`config.mk`:
```
export PLATFORM = sky130hd
export DESIGN_NAME = proximity_alarm_controller_flat
export DESIGN_NICKNAME = d
export VERILOG_FILES = /design/src/rtl/core/pac_pkg.sv /design/src/rtl/core/pac_if.sv /design/src/rtl/core/pac_regs.sv /design/src/rtl/core/pac_core.sv /design/src/rtl/core/proximity_alarm_controller.sv /design/src/flat_wrapper.sv
export SDC_FILE = /design/constraint.sdc
export NUM_CORES = 1
export LEC_CHECK = 0
export ABC_CLOCK_PERIOD_IN_PS = 8300
export BUFFER_PORTS_ARGS = -buffer_cell sky130_fd_sc_hd__buf_2
export CORE_ASPECT_RATIO = 0.75
export CORE_MARGIN = 1.5
export CORE_UTILIZATION = 35
export CTS_CLUSTER_SIZE = 10
export DETAILED_ROUTE_END_ITERATION = 7
export SLEW_MARGIN = 20
export SYNTH_ARGS = -nofsm -noshare
export SYNTH_HDL_FRONTEND = slang
export SYNTH_HIERARCHICAL = 1
export SYNTH_SLANG_ARGS = --single-unit
export TNS_END_PERCENT = 20
```
`constraint.sdc`:
```
create_clock -name clk -period 8.3 [get_ports clk]
set_input_delay 1.66 -clock clk [delete_from_list [all_inputs] [get_ports clk]]
set_output_delay 1.66 -clock clk [all_outputs]
set_load 0.1 [all_outputs]
```
`src/rtl/core/pac_pkg.sv`:
```
// Shared types and constants for the proximity alarm controller.
package pac_pkg;

    localparam int CFG_ADDR_BITS = 5;
    localparam int CFG_DATA_BITS = 32;
    localparam int NOW_IN_BITS   = 32;
    localparam int DIST_IN_BITS  = 16;

    typedef enum logic [1:0] {
        MODE_OFF   = 2'd0,
        MODE_WATCH = 2'd1,
        MODE_ALARM = 2'd2,
        MODE_TEST  = 2'd3
    } mode_t;

    typedef enum logic [1:0] {
        FUNC_UPDATE = 2'd0,
        FUNC_ARM    = 2'd1,
        FUNC_DISARM = 2'd2,
        FUNC_TEST   = 2'd3
    } func_t;

    typedef enum logic [2:0] {
        REG_COLOUR_A      = 3'd0,
        REG_COLOUR_B      = 3'd1,
        REG_BLINK_PERIOD  = 3'd2,
        REG_TRIGGER_DIST  = 3'd3,
        REG_CLEAR_TIMEOUT = 3'd4,
        REG_TEST_DURATION = 3'd5
    } reg_idx_t;

    localparam logic [7:0]  FULL_LEVEL = 8'd255;
    localparam logic [23:0] RED_ONLY   = {FULL_LEVEL, 16'd0};

    localparam logic [23:0] COLOUR_A_RST      = 24'hFF0000;
    localparam logic [23:0] COLOUR_B_RST      = 24'h0000FF;
    localparam logic [15:0] BLINK_PERIOD_RST  = 16'd250;
    localparam logic [15:0] TRIGGER_DIST_RST  = 16'd1500;
    localparam logic [31:0] CLEAR_TIMEOUT_RST = 32'd3000;
    localparam logic [31:0] TEST_DURATION_RST = 32'd3000;

    typedef struct packed {
        logic [23:0] colour_a;
        logic [23:0] colour_b;
        logic [15:0] blink_period_ms;
        logic [15:0] trigger_distance;
        logic [31:0] clear_timeout_ms;
        logic [31:0] test_duration_ms;
    } pac_cfg_t;

    typedef struct packed {
        func_t                   func;
        logic [NOW_IN_BITS-1:0]  now_ms;
        logic [DIST_IN_BITS-1:0] distance_reading;
        logic                    distance_valid;
    } pac_item_t;

    typedef struct packed {
        logic [7:0] red;
        logic [7:0] green;
        logic [7:0] blue;
        logic       buzzer_on;
        mode_t      mode;
    } pac_result_t;

endpackage

```
`src/rtl/core/pac_if.sv`:
```
// Valid/ready channel interfaces for input items and result items.
interface pac_item_if import pac_pkg::*; ();
    logic                    valid;
    logic                    ready;
    logic [1:0]              func;
    logic [NOW_IN_BITS-1:0]  now_ms;
    logic [DIST_IN_BITS-1:0] distance_reading;
    logic                    distance_valid;

    modport source (
        output valid, func, now_ms, distance_reading, distance_valid,
        input  ready
    );
    modport sink (
        input  valid, func, now_ms, distance_reading, distance_valid,
        output ready
    );
endinterface

interface pac_result_if import pac_pkg::*; ();
    logic       valid;
    logic       ready;
    logic [7:0] red;
    logic [7:0] green;
    logic [7:0] blue;
    logic       buzzer_on;
    logic [1:0] mode;

    modport source (
        output valid, red, green, blue, buzzer_on, mode,
        input  ready
    );
    modport sink (
        input  valid, red, green, blue, buzzer_on, mode,
        output ready
    );
endinterface

```
`src/rtl/core/pac_regs.sv`:
```
// APB configuration register file.
module pac_regs import pac_pkg::*; (
    input  logic                     clk,
    input  logic                     rst_n,
    input  logic                     psel,
    input  logic                     penable,
    input  logic                     pwrite,
    input  logic [CFG_ADDR_BITS-1:0] paddr,
    input  logic [CFG_DATA_BITS-1:0] pwdata,
    output logic [CFG_DATA_BITS-1:0] prdata,
    output logic                     pready,
    output pac_cfg_t                 cfg
);

    pac_cfg_t cfg_reg;
    pac_cfg_t cfg_next;
    reg_idx_t idx;
    logic     wr_en;

    assign pready = 1'b1;
    assign idx    = reg_idx_t'(paddr[CFG_ADDR_BITS-1:2]);
    assign wr_en  = psel && penable && pwrite && pready;
    assign cfg    = cfg_reg;

    always_comb
    begin
        cfg_next = cfg_reg;
        if (wr_en)
        begin
            unique case (idx)
                REG_COLOUR_A:      cfg_next.colour_a         = pwdata[23:0];
                REG_COLOUR_B:      cfg_next.colour_b         = pwdata[23:0];
                REG_BLINK_PERIOD:  cfg_next.blink_period_ms  = pwdata[15:0];
                REG_TRIGGER_DIST:  cfg_next.trigger_distance = pwdata[15:0];
                REG_CLEAR_TIMEOUT: cfg_next.clear_timeout_ms = pwdata;
                REG_TEST_DURATION: cfg_next.test_duration_ms = pwdata;
                default:           cfg_next = cfg_reg;
            endcase
        end
    end

    always_comb
    begin
        unique case (idx)
            REG_COLOUR_A:      prdata = {8'd0, cfg_reg.colour_a};
            REG_COLOUR_B:      prdata = {8'd0, cfg_reg.colour_b};
            REG_BLINK_PERIOD:  prdata = {16'd0, cfg_reg.blink_period_ms};
            REG_TRIGGER_DIST:  prdata = {16'd0, cfg_reg.trigger_distance};
            REG_CLEAR_TIMEOUT: prdata = cfg_reg.clear_timeout_ms;
            REG_TEST_DURATION: prdata = cfg_reg.test_duration_ms;
            default:           prdata = '0;
        endcase
    end

    always_ff @(posedge clk or negedge rst_n)
    begin
        if (!rst_n)
        begin
            cfg_reg.colour_a         <= COLOUR_A_RST;
            cfg_reg.colour_b         <= COLOUR_B_RST;
            cfg_reg.blink_period_ms  <= BLINK_PERIOD_RST;
            cfg_reg.trigger_distance <= TRIGGER_DIST_RST;
            cfg_reg.clear_timeout_ms <= CLEAR_TIMEOUT_RST;
            cfg_reg.test_duration_ms <= TEST_DURATION_RST;
        end
        else
        begin
            cfg_reg <= cfg_next;
        end
    end

endmodule

```
`src/rtl/core/pac_core.sv`:
```
// Mode state machine, timers and LED/buzzer state for one item per cycle while step_en is high.
module pac_core import pac_pkg::*; #(
    parameter int TIME_BITS = 32,
    parameter int DIST_BITS = 16
) (
    input  logic        clk,
    input  logic        rst_n,
    input  logic        step_en,
    input  pac_item_t   item,
    input  pac_cfg_t    cfg,
    output pac_result_t result_next
);

    mode_t                mode_reg, mode_next;
    logic                 arm_reg, arm_next;
    logic                 disarm_reg, disarm_next;
    logic [TIME_BITS-1:0] toggle_time_reg, toggle_time_next;
    logic [TIME_BITS-1:0] detect_time_reg, detect_time_next;
    logic [TIME_BITS-1:0] test_time_reg, test_time_next;
    logic                 phase_reg, phase_next;
    logic [23:0]          led_reg, led_next;
    logic                 buzzer_reg, buzzer_next;

    logic [TIME_BITS-1:0] now_t;
    logic [TIME_BITS-1:0] toggle_elapsed, detect_elapsed, test_elapsed;
    logic [DIST_BITS-1:0] dist_t, trig_t;
    logic                 near, far, toggle_due, clear_due, test_running;

    assign now_t          = TIME_BITS'(item.now_ms);
    assign dist_t         = DIST_BITS'(item.distance_reading);
    assign trig_t         = DIST_BITS'(cfg.trigger_distance);
    assign toggle_elapsed = now_t - toggle_time_reg;
    assign detect_elapsed = now_t - detect_time_reg;
    assign test_elapsed   = now_t - test_time_reg;
    assign near           = item.distance_valid && (dist_t <= trig_t);
    assign far            = item.distance_valid && (dist_t > trig_t);
    assign toggle_due     = toggle_elapsed >= TIME_BITS'(cfg.blink_period_ms);
    assign clear_due      = detect_elapsed >= TIME_BITS'(cfg.clear_timeout_ms);
    assign test_running   = test_elapsed < TIME_BITS'(cfg.test_duration_ms);

    // next mode
    always_comb
    begin
        mode_next = mode_reg;
        unique case (item.func)
            FUNC_TEST:
                mode_next = MODE_TEST;
            FUNC_UPDATE:
            begin
                unique case (mode_reg)
                    MODE_OFF:
                        if (arm_reg)
                            mode_next = MODE_WATCH;
                    MODE_WATCH:
                    begin
                        if (near)
                            mode_next = MODE_ALARM;
                        if (disarm_reg)
                            mode_next = MODE_OFF;
                    end
                    MODE_ALARM:
                    begin
                        if (far && clear_due)
                            mode_next = MODE_WATCH;
                        if (disarm_reg)
                            mode_next = MODE_OFF;
                    end
                    MODE_TEST:
                        if (!test_running)
                            mode_next = MODE_OFF;
                    default:
                        mode_next = MODE_OFF;
                endcase
            end
            default:
                mode_next = mode_reg;
        endcase
    end

    // flags, timers and drive levels
    always_comb
    begin
        arm_next         = arm_reg;
        disarm_next      = disarm_reg;
        toggle_time_next = toggle_time_reg;
        detect_time_next = detect_time_reg;
        test_time_next   = test_time_reg;
        phase_next       = phase_reg;
        led_next         = led_reg;
        buzzer_next      = buzzer_reg;
        case (item.func)
            FUNC_ARM:
                arm_next = 1'b1;
            FUNC_DISARM:
                disarm_next = 1'b1;
            FUNC_TEST:
            begin
                test_time_next = now_t;
                led_next       = RED_ONLY;
                buzzer_next    = 1'b1;
            end
            default:
            begin
                case (mode_reg)
                    MODE_OFF:
                    begin
                        led_next    = '0;
                        buzzer_next = 1'b0;
                        arm_next    = 1'b0;
                    end
                    MODE_WATCH:
                    begin
                        led_next    = '0;
                        buzzer_next = 1'b0;
                        disarm_next = 1'b0;
                        if (near)
                            detect_time_next = now_t;
                    end
                    MODE_ALARM:
                    begin
                        buzzer_next = 1'b1;
                        disarm_next = 1'b0;
                        if (toggle_due)
                        begin
                            toggle_time_next = now_t;
                            phase_next       = !phase_reg;
                            led_next         = phase_reg ? cfg.colour_b : cfg.colour_a;
                        end
                        if (far)
                        begin
                            if (clear_due)
                            begin
                                led_next    = '0;
                                buzzer_next = 1'b0;
                            end
                        end
                        else
                            detect_time_next = now_t;
                    end
                    default:
                    begin
                        if (test_running)
                        begin
                            led_next    = RED_ONLY;
                            buzzer_next = 1'b1;
                        end
                        else
                        begin
                            led_next    = '0;
                            buzzer_next = 1'b0;
                        end
                    end
                endcase
            end
        endcase
    end

    assign result_next.red       = led_next[23:16];
    assign result_next.green     = led_next[15:8];
    assign result_next.blue      = led_next[7:0];
    assign result_next.buzzer_on = buzzer_next;
    assign result_next.mode      = mode_next;

    always_ff @(posedge clk or negedge rst_n)
    begin
        if (!rst_n)
        begin
            mode_reg        <= MODE_OFF;
            arm_reg         <= 1'b0;
            disarm_reg      <= 1'b0;
            toggle_time_reg <= '0;
            detect_time_reg <= '0;
            test_time_reg   <= '0;
            phase_reg       <= 1'b0;
            led_reg         <= '0;
            buzzer_reg      <= 1'b0;
        end
        else if (step_en)
        begin
            mode_reg        <= mode_next;
            arm_reg         <= arm_next;
            disarm_reg      <= disarm_next;
            toggle_time_reg <= toggle_time_next;
            detect_time_reg <= detect_time_next;
            test_time_reg   <= test_time_next;
            phase_reg       <= phase_next;
            led_reg         <= led_next;
            buzzer_reg      <= buzzer_next;
        end
    end

    a_test_enters: assert property (@(posedge clk) disable iff (!rst_n)
        step_en && item.func == FUNC_TEST |=> mode_reg == MODE_TEST && buzzer_reg)
        else $error("test start did not enter test mode");

    a_off_dark: assert property (@(posedge clk) disable iff (!rst_n)
        step_en && item.func == FUNC_UPDATE && mode_reg == MODE_OFF
        |=> led_reg == '0 && !buzzer_reg && !arm_reg)
        else $error("update in off left drive active or arm pending");

    a_alarm_buzz: assert property (@(posedge clk) disable iff (!rst_n)
        step_en && item.func == FUNC_UPDATE && mode_reg == MODE_ALARM
        && mode_next == MODE_ALARM |=> buzzer_reg)
        else $error("buzzer silent while alarm held");

endmodule

```
`src/rtl/core/proximity_alarm_controller.sv`:
```
// Top level of the proximity alarm controller: channels, item stage and result stage.
//
// Each input item (update, arm request, disarm request or test start) is
// captured in an input register, processed by the mode state machine in
// pac_core, and its result (RGB drive, buzzer and mode) is held in a result
// register until taken. The result is offered once its item has passed
// from the input register into the result register. One item is accepted
// in every cycle while results are taken; a stalled result register holds
// the item stage, which in turn drops ready. The rate is set by the state
// update, which compares timestamp differences (modulo 2^TIME_BITS)
// against the configured periods. Configuration sits behind a 32-bit APB
// port with registers at byte addresses 0x00 to 0x14; write it only while
// the block is idle.
module proximity_alarm_controller import pac_pkg::*; #(
    parameter int TIME_BITS = 32,
    parameter int DIST_BITS = 16
) (
    input  logic                     clk,
    input  logic                     rst_n,
    pac_item_if.sink                 item_in,
    pac_result_if.source             result_out,
    input  logic                     psel,
    input  logic                     penable,
    input  logic                     pwrite,
    input  logic [CFG_ADDR_BITS-1:0] paddr,
    input  logic [CFG_DATA_BITS-1:0] pwdata,
    output logic [CFG_DATA_BITS-1:0] prdata,
    output logic                     pready
);

    pac_cfg_t    cfg;
    pac_item_t   item_reg, item_next;
    logic        in_valid_reg, in_valid_next;
    pac_result_t result_reg, result_next;
    logic        out_valid_reg, out_valid_next;
    logic        advance;
    logic        step_en;

    pac_regs u_regs (
        .clk     (clk),
        .rst_n   (rst_n),
        .psel    (psel),
        .penable (penable),
        .pwrite  (pwrite),
        .paddr   (paddr),
        .pwdata  (pwdata),
        .prdata  (prdata),
        .pready  (pready),
        .cfg     (cfg)
    );

    pac_core #(
        .TIME_BITS (TIME_BITS),
        .DIST_BITS (DIST_BITS)
    ) u_core (
        .clk         (clk),
        .rst_n       (rst_n),
        .step_en     (step_en),
        .item        (item_reg),
        .cfg         (cfg),
        .result_next (result_next)
    );

    // Advance the item stage whenever the result register is free or being emptied.
    assign advance       = !out_valid_reg || result_out.ready;
    assign step_en       = in_valid_reg && advance;
    assign item_in.ready = !in_valid_reg || advance;

    always_comb
    begin
        item_next.func             = func_t'(item_in.func);
        item_next.now_ms           = item_in.now_ms;
        item_next.distance_reading = item_in.distance_reading;
        item_next.distance_valid   = item_in.distance_valid;
        // take a new item when ready, else hold the one in the stage
        in_valid_next  = item_in.ready ? item_in.valid : in_valid_reg;
        out_valid_next = advance ? in_valid_reg : out_valid_reg;
    end

    always_ff @(posedge clk or negedge rst_n)
    begin
        if (!rst_n)
        begin
            in_valid_reg  <= 1'b0;
            out_valid_reg <= 1'b0;
        end
        else
        begin
            in_valid_reg  <= in_valid_next;
            out_valid_reg <= out_valid_next;
        end
    end

    // Payload registers carry no reset.
    always_ff @(posedge clk)
    begin
        if (item_in.valid && item_in.ready)
            item_reg <= item_next;
        if (step_en)
            result_reg <= result_next;
    end

    assign result_out.valid     = out_valid_reg;
    assign result_out.red       = result_reg.red;
    assign result_out.green     = result_reg.green;
    assign result_out.blue      = result_reg.blue;
    assign result_out.buzzer_on = result_reg.buzzer_on;
    assign result_out.mode      = result_reg.mode;

    a_ready_only_on_stall: assert property (@(posedge clk) disable iff (!rst_n)
        !item_in.ready |-> in_valid_reg && out_valid_reg && !result_out.ready)
        else $error("input stalled without a stalled result");

    a_step_delivers: assert property (@(posedge clk) disable iff (!rst_n)
        step_en |=> out_valid_reg)
        else $error("processed item produced no result");

    a_no_drop: assert property (@(posedge clk) disable iff (!rst_n)
        in_valid_reg && !step_en |=> in_valid_reg)
        else $error("unprocessed item dropped from the item stage");

endmodule

```
`src/flat_wrapper.sv`:
```
// flat-port wrapper written by rule: the top's interface ports become plain ports
module proximity_alarm_controller_flat import pac_pkg::*;
#(
    parameter int TIME_BITS = 32,
    parameter int DIST_BITS = 16
)
  (clk, rst_n, psel, penable, pwrite, paddr, pwdata, prdata, pready, item_in_valid, item_in_func, item_in_now_ms, item_in_distance_reading, item_in_distance_valid, item_in_ready, result_out_valid, result_out_red, result_out_green, result_out_blue, result_out_buzzer_on, result_out_mode, result_out_ready);
  pac_item_if item_in_i ();
  pac_result_if result_out_i ();
  input  logic clk;
  input  logic rst_n;
  input  logic psel;
  input  logic penable;
  input  logic pwrite;
  input  logic [CFG_ADDR_BITS-1:0] paddr;
  input  logic [CFG_DATA_BITS-1:0] pwdata;
  output logic [CFG_DATA_BITS-1:0] prdata;
  output logic pready;
  input wire logic [$bits(item_in_i.valid)-1:0] item_in_valid;
  input wire logic [$bits(item_in_i.func)-1:0] item_in_func;
  input wire logic [$bits(item_in_i.now_ms)-1:0] item_in_now_ms;
  input wire logic [$bits(item_in_i.distance_reading)-1:0] item_in_distance_reading;
  input wire logic [$bits(item_in_i.distance_valid)-1:0] item_in_distance_valid;
  output wire logic [$bits(item_in_i.ready)-1:0] item_in_ready;
  output wire logic [$bits(result_out_i.valid)-1:0] result_out_valid;
  output wire logic [$bits(result_out_i.red)-1:0] result_out_red;
  output wire logic [$bits(result_out_i.green)-1:0] result_out_green;
  output wire logic [$bits(result_out_i.blue)-1:0] result_out_blue;
  output wire logic [$bits(result_out_i.buzzer_on)-1:0] result_out_buzzer_on;
  output wire logic [$bits(result_out_i.mode)-1:0] result_out_mode;
  input wire logic [$bits(result_out_i.ready)-1:0] result_out_ready;
  assign item_in_i.valid = item_in_valid;
  assign item_in_i.func = item_in_func;
  assign item_in_i.now_ms = item_in_now_ms;
  assign item_in_i.distance_reading = item_in_distance_reading;
  assign item_in_i.distance_valid = item_in_distance_valid;
  assign item_in_ready = item_in_i.ready;
  assign result_out_valid = result_out_i.valid;
  assign result_out_red = result_out_i.red;
  assign result_out_green = result_out_i.green;
  assign result_out_blue = result_out_i.blue;
  assign result_out_buzzer_on = result_out_i.buzzer_on;
  assign result_out_mode = result_out_i.mode;
  assign result_out_i.ready = result_out_ready;
  proximity_alarm_controller #(.TIME_BITS(TIME_BITS), .DIST_BITS(DIST_BITS)) u_core (.clk(clk), .rst_n(rst_n), .item_in(item_in_i), .result_out(result_out_i), .psel(psel), .penable(penable), .pwrite(pwrite), .paddr(paddr), .pwdata(pwdata), .prdata(prdata), .pready(pready));
endmodule
```
==> flow_summary_export.csv <==
group,metric,value,unit
drt,initialDrtViolationCount,1200,
logic_synthesis,netlist_area,0.0225,mm^2
setup_path,path_delay_family,"compound AO/OA/AOI/OAI gates",
sta,period_needed,7.30,ns
logic_synthesis,seq_area_frac_synth,40.8,%
global_route,grt_max_degree,141,
logic_synthesis,ys_dominant_reg_cell,"dfrtp_1",
sta,clock.fmax,137,MHz
setup_path,criticalPathCategory,"reg -> reg",
logic_synthesis,synth.largest_area_cell,"dfrtp_1",
pwr,p_leak,11.5,nW
logic_synthesis,yosysUniqueCellTypes,94,
floorplan,fp.coreArea,0.0637,mm^2
sta,rsz0062_at_grt,"no",
setup_path,timing.critical_path.mode_cell,"buf_4",
logic_synthesis,synthTopCellsByCount,"inv_1 (252), dfrtp_1 (229), ha_1 (197), mux2_2 (180), o21ai_0 (106)",
sta,final_period_utilization,87.9,%
drt,route.antenna.remaining_nets,0,
setup_path,critical_path_arrival,7.66,ns
run,drv.max_cap_violation_count,0,
place,buffer_ports.inserted,153,
sta,timing_worst_slew_pin_value,1.19,ns
sta,fin_worst_skew,0.0257,ns
floorplan,initial_util,35.4,%
sta,timing.slew.headroom,20.4,%
logic_synthesis,synthesis.yosys.warnings,6,
logic_synthesis,synth_top_cell_area_share,25.4,%
global_route,antenna_found_initial,2,
pwr,vdd.ir_drop.worst,0.000159,V
final_layout,final_layout_size_suffix_gt1_share,23.7,%
drt,finalWirelength,65000,um
setup_path,crit_slowest_cell,"a2111o_1",
drt,post_route_drc,0,
sta,setup_viol,0,
global_route,grt_pass1_wl,99500,um
logic_synthesis,async_sr_flop_fraction,77.7,%
cts,holdBufCountCts,0,
setup_path,setup.worst_path.start_class,"flip-flop",
drt,post_drt_wl_per_cell,20.6,um
cts,postCtsSetupRepairBufs,0,
sta,setup_tns_final,0,ns
sta,hold_viol,0,
setup_path,cp-end-kind,"flip-flop",
sta,final_max_slew_viol_count,0,
cts,cts_num_sinks,350,
floorplan,num_io_pins,157,
drt,detail_route.vias_per_cell,5.33,
global_route,global_route.usage.total,19.7,%
logic_synthesis,synth_area_leaders,"dfrtp_1 (25%), ha_1 (11%), edfxtp_1 (10%), mux2_2 (9.0%), dfstp_2 (5.0%)",
floorplan,die_height,223,um
cts,cts_made_buffers,42,
setup_path,critPathRequiredTime,8.66,ns
final_layout,nets,2559,
drt,first_pass_iters,5,
setup_path,cp.buffers_inverters,5,
cts,worst_setup_hold_path_clk_slew,0.06,ns
drt,vias,16800,
worst_hold_path,min_path_type,"reg -> reg",
setup_path,max_stage_delay,0.79,ns
global_route,vias_in_the_first_global_route,16500,
logic_synthesis,synthesis.instances,2118,
global_route,grt_overflow_total,0,
logic_synthesis,number_of_enable_flip_flop_cells_after_synthesis,78,
final_layout,syn2layout_area_growth,13.3,%
pwr,power.density,342,mW/mm^2
cts,cts_repair_resize_count,0,
cts,cts-root-buf,"clkbuf_16",
final_layout,largest_register_ffs,144,
floorplan,design.die.area,0.0659,mm^2
cts,cts.path.max_buffers,3,
sta,whs,0.486,ns
floorplan,core.rowCount,80,
cts,insertion_delay,0.57,ns
setup_path,worst_reg2reg_setup_slack,1.00,ns
floorplan,die_x,296,um
cts,clock_tree_from_tritoncts,"yes",
logic_synthesis,synth_fp_nets,2413,
logic_synthesis,post_synth.cell_area_avg,10.6,um^2
logic_synthesis,yosys_register_bits,350,
setup_path,largest_driver_fanout_on_the_critical_path,21,
place,detailed_place_hpwl,48400,um
logic_synthesis,yosysMostFrequentCell,"inv_1",
cts,htree_levels,2,
place,routabilityCongestion,0.886,
status,status,"completed",
report_power, final:
group          switching [mW]  total, mW  leakage [nW]  internal, mW
registers               0.245       2.44          4.07          2.20
logic                    2.71       4.53          6.76          1.83
clock network           0.740       1.75         0.613          1.01
total                    3.69       8.73          11.5          5.04
final cells by class:
type / count / area (um^2)
fill: 6231 / 38100
multi-input combinational: 1444 / 12000
sequential: 350 / 9200
clock buffer: 74 / 1240
tap: 861 / 1080
timing repair buffer: 174 / 966
inverter: 252 / 946
clock inverter: 3 / 37.5
antenna: 1 / 2.50
worst paths after layout:
check                      depth (start not counted)                startpoint                           endpoint
setup / recovery                                  26       u_core/item_reg[17]          u_core/result_out.blue[1]
hold / removal                                     1  u_core/u_core/led_reg[4]           u_core/u_core/led_reg[4]
setup reg to reg                                  26       u_core/item_reg[17]          u_core/result_out.blue[1]
hold reg to reg                                    1  u_core/u_core/led_reg[4]           u_core/u_core/led_reg[4]
max in group asynchronous                          2                     rst_n             u_core/u_regs/cfg[127]
min in group asynchronous                          1                     rst_n  u_core/u_core/detect_time_reg[31]
cells in the final DEF, fill, tap and decap left out, drive strengths merged, types with 9 or more instances in the layout:
cell / n
o311ai: 10
or4: 11
and2: 10
ha: 197
a211oi: 16
a31oi: 19
nand3: 24
nand2b: 16
o32ai: 16
nor2: 107
mux2: 231
buf: 174
a21oi: 103
a21o: 46
o21ai: 109
mux2i: 47
xor2: 19
dfstp: 43
inv: 252
nor3: 27
and3: 14
o221ai: 16
nor2b: 25
nand2: 93
o21a: 24
edfxtp: 78
o21bai: 14
o211ai: 16
dfrtp: 229
or3: 9
a221oi: 10
clkbuf: 74
o2bb2ai: 16
nand4: 23
xnor2: 51
logic make-up after synthesis:
logic type      after synthesis  share of synthesized area, %
compound gates              484                          14.8
xor+xnor                     70                          2.72
fa+ha+maj                   200                          11.2
buf+inv                     324                          5.92
flops                       350                          40.8
mux                         286                          15.2
other cells                   1                        0.0166
simple gates                403                          9.28
metal layers:
metal | routed length (um) | part of all wire (%) | GRT usage (%) | vias up
li1 | - | - | - | 7981
met1 | 33200 | 51 | 30.8 | 8396
met2 | 27600 | 42 | 28.4 | 415
met3 | 3550 | 5.5 | 3.20 | 51
met4 | 770 | 1.2 | 3.52 | 0
met5 | 0 | 0 | 0 | -
through the flow:
step / worst slack (ns) / cells / area (um^2) / total power, mW / utilization [%]
5_1_grt: 0.731 / 3159 / 25500 / 9.36 / 40.1
3_3_place_gp: 1.31 / 3080 / 24200 / 6.82 / 38.0
4_1_cts: 1.17 / 3158 / 25500 / 8.74 / 40.1
3_5_place_dp: 1.23 / 3081 / 24200 / 6.92 / 38.1
2_1_floorplan: 2.12 / 2118 / 22500 / 5.67 / -
6_report: 1.00 / 3159 / 25500 / 8.73 / 40.1
Power figures use the tool's default switching activity.
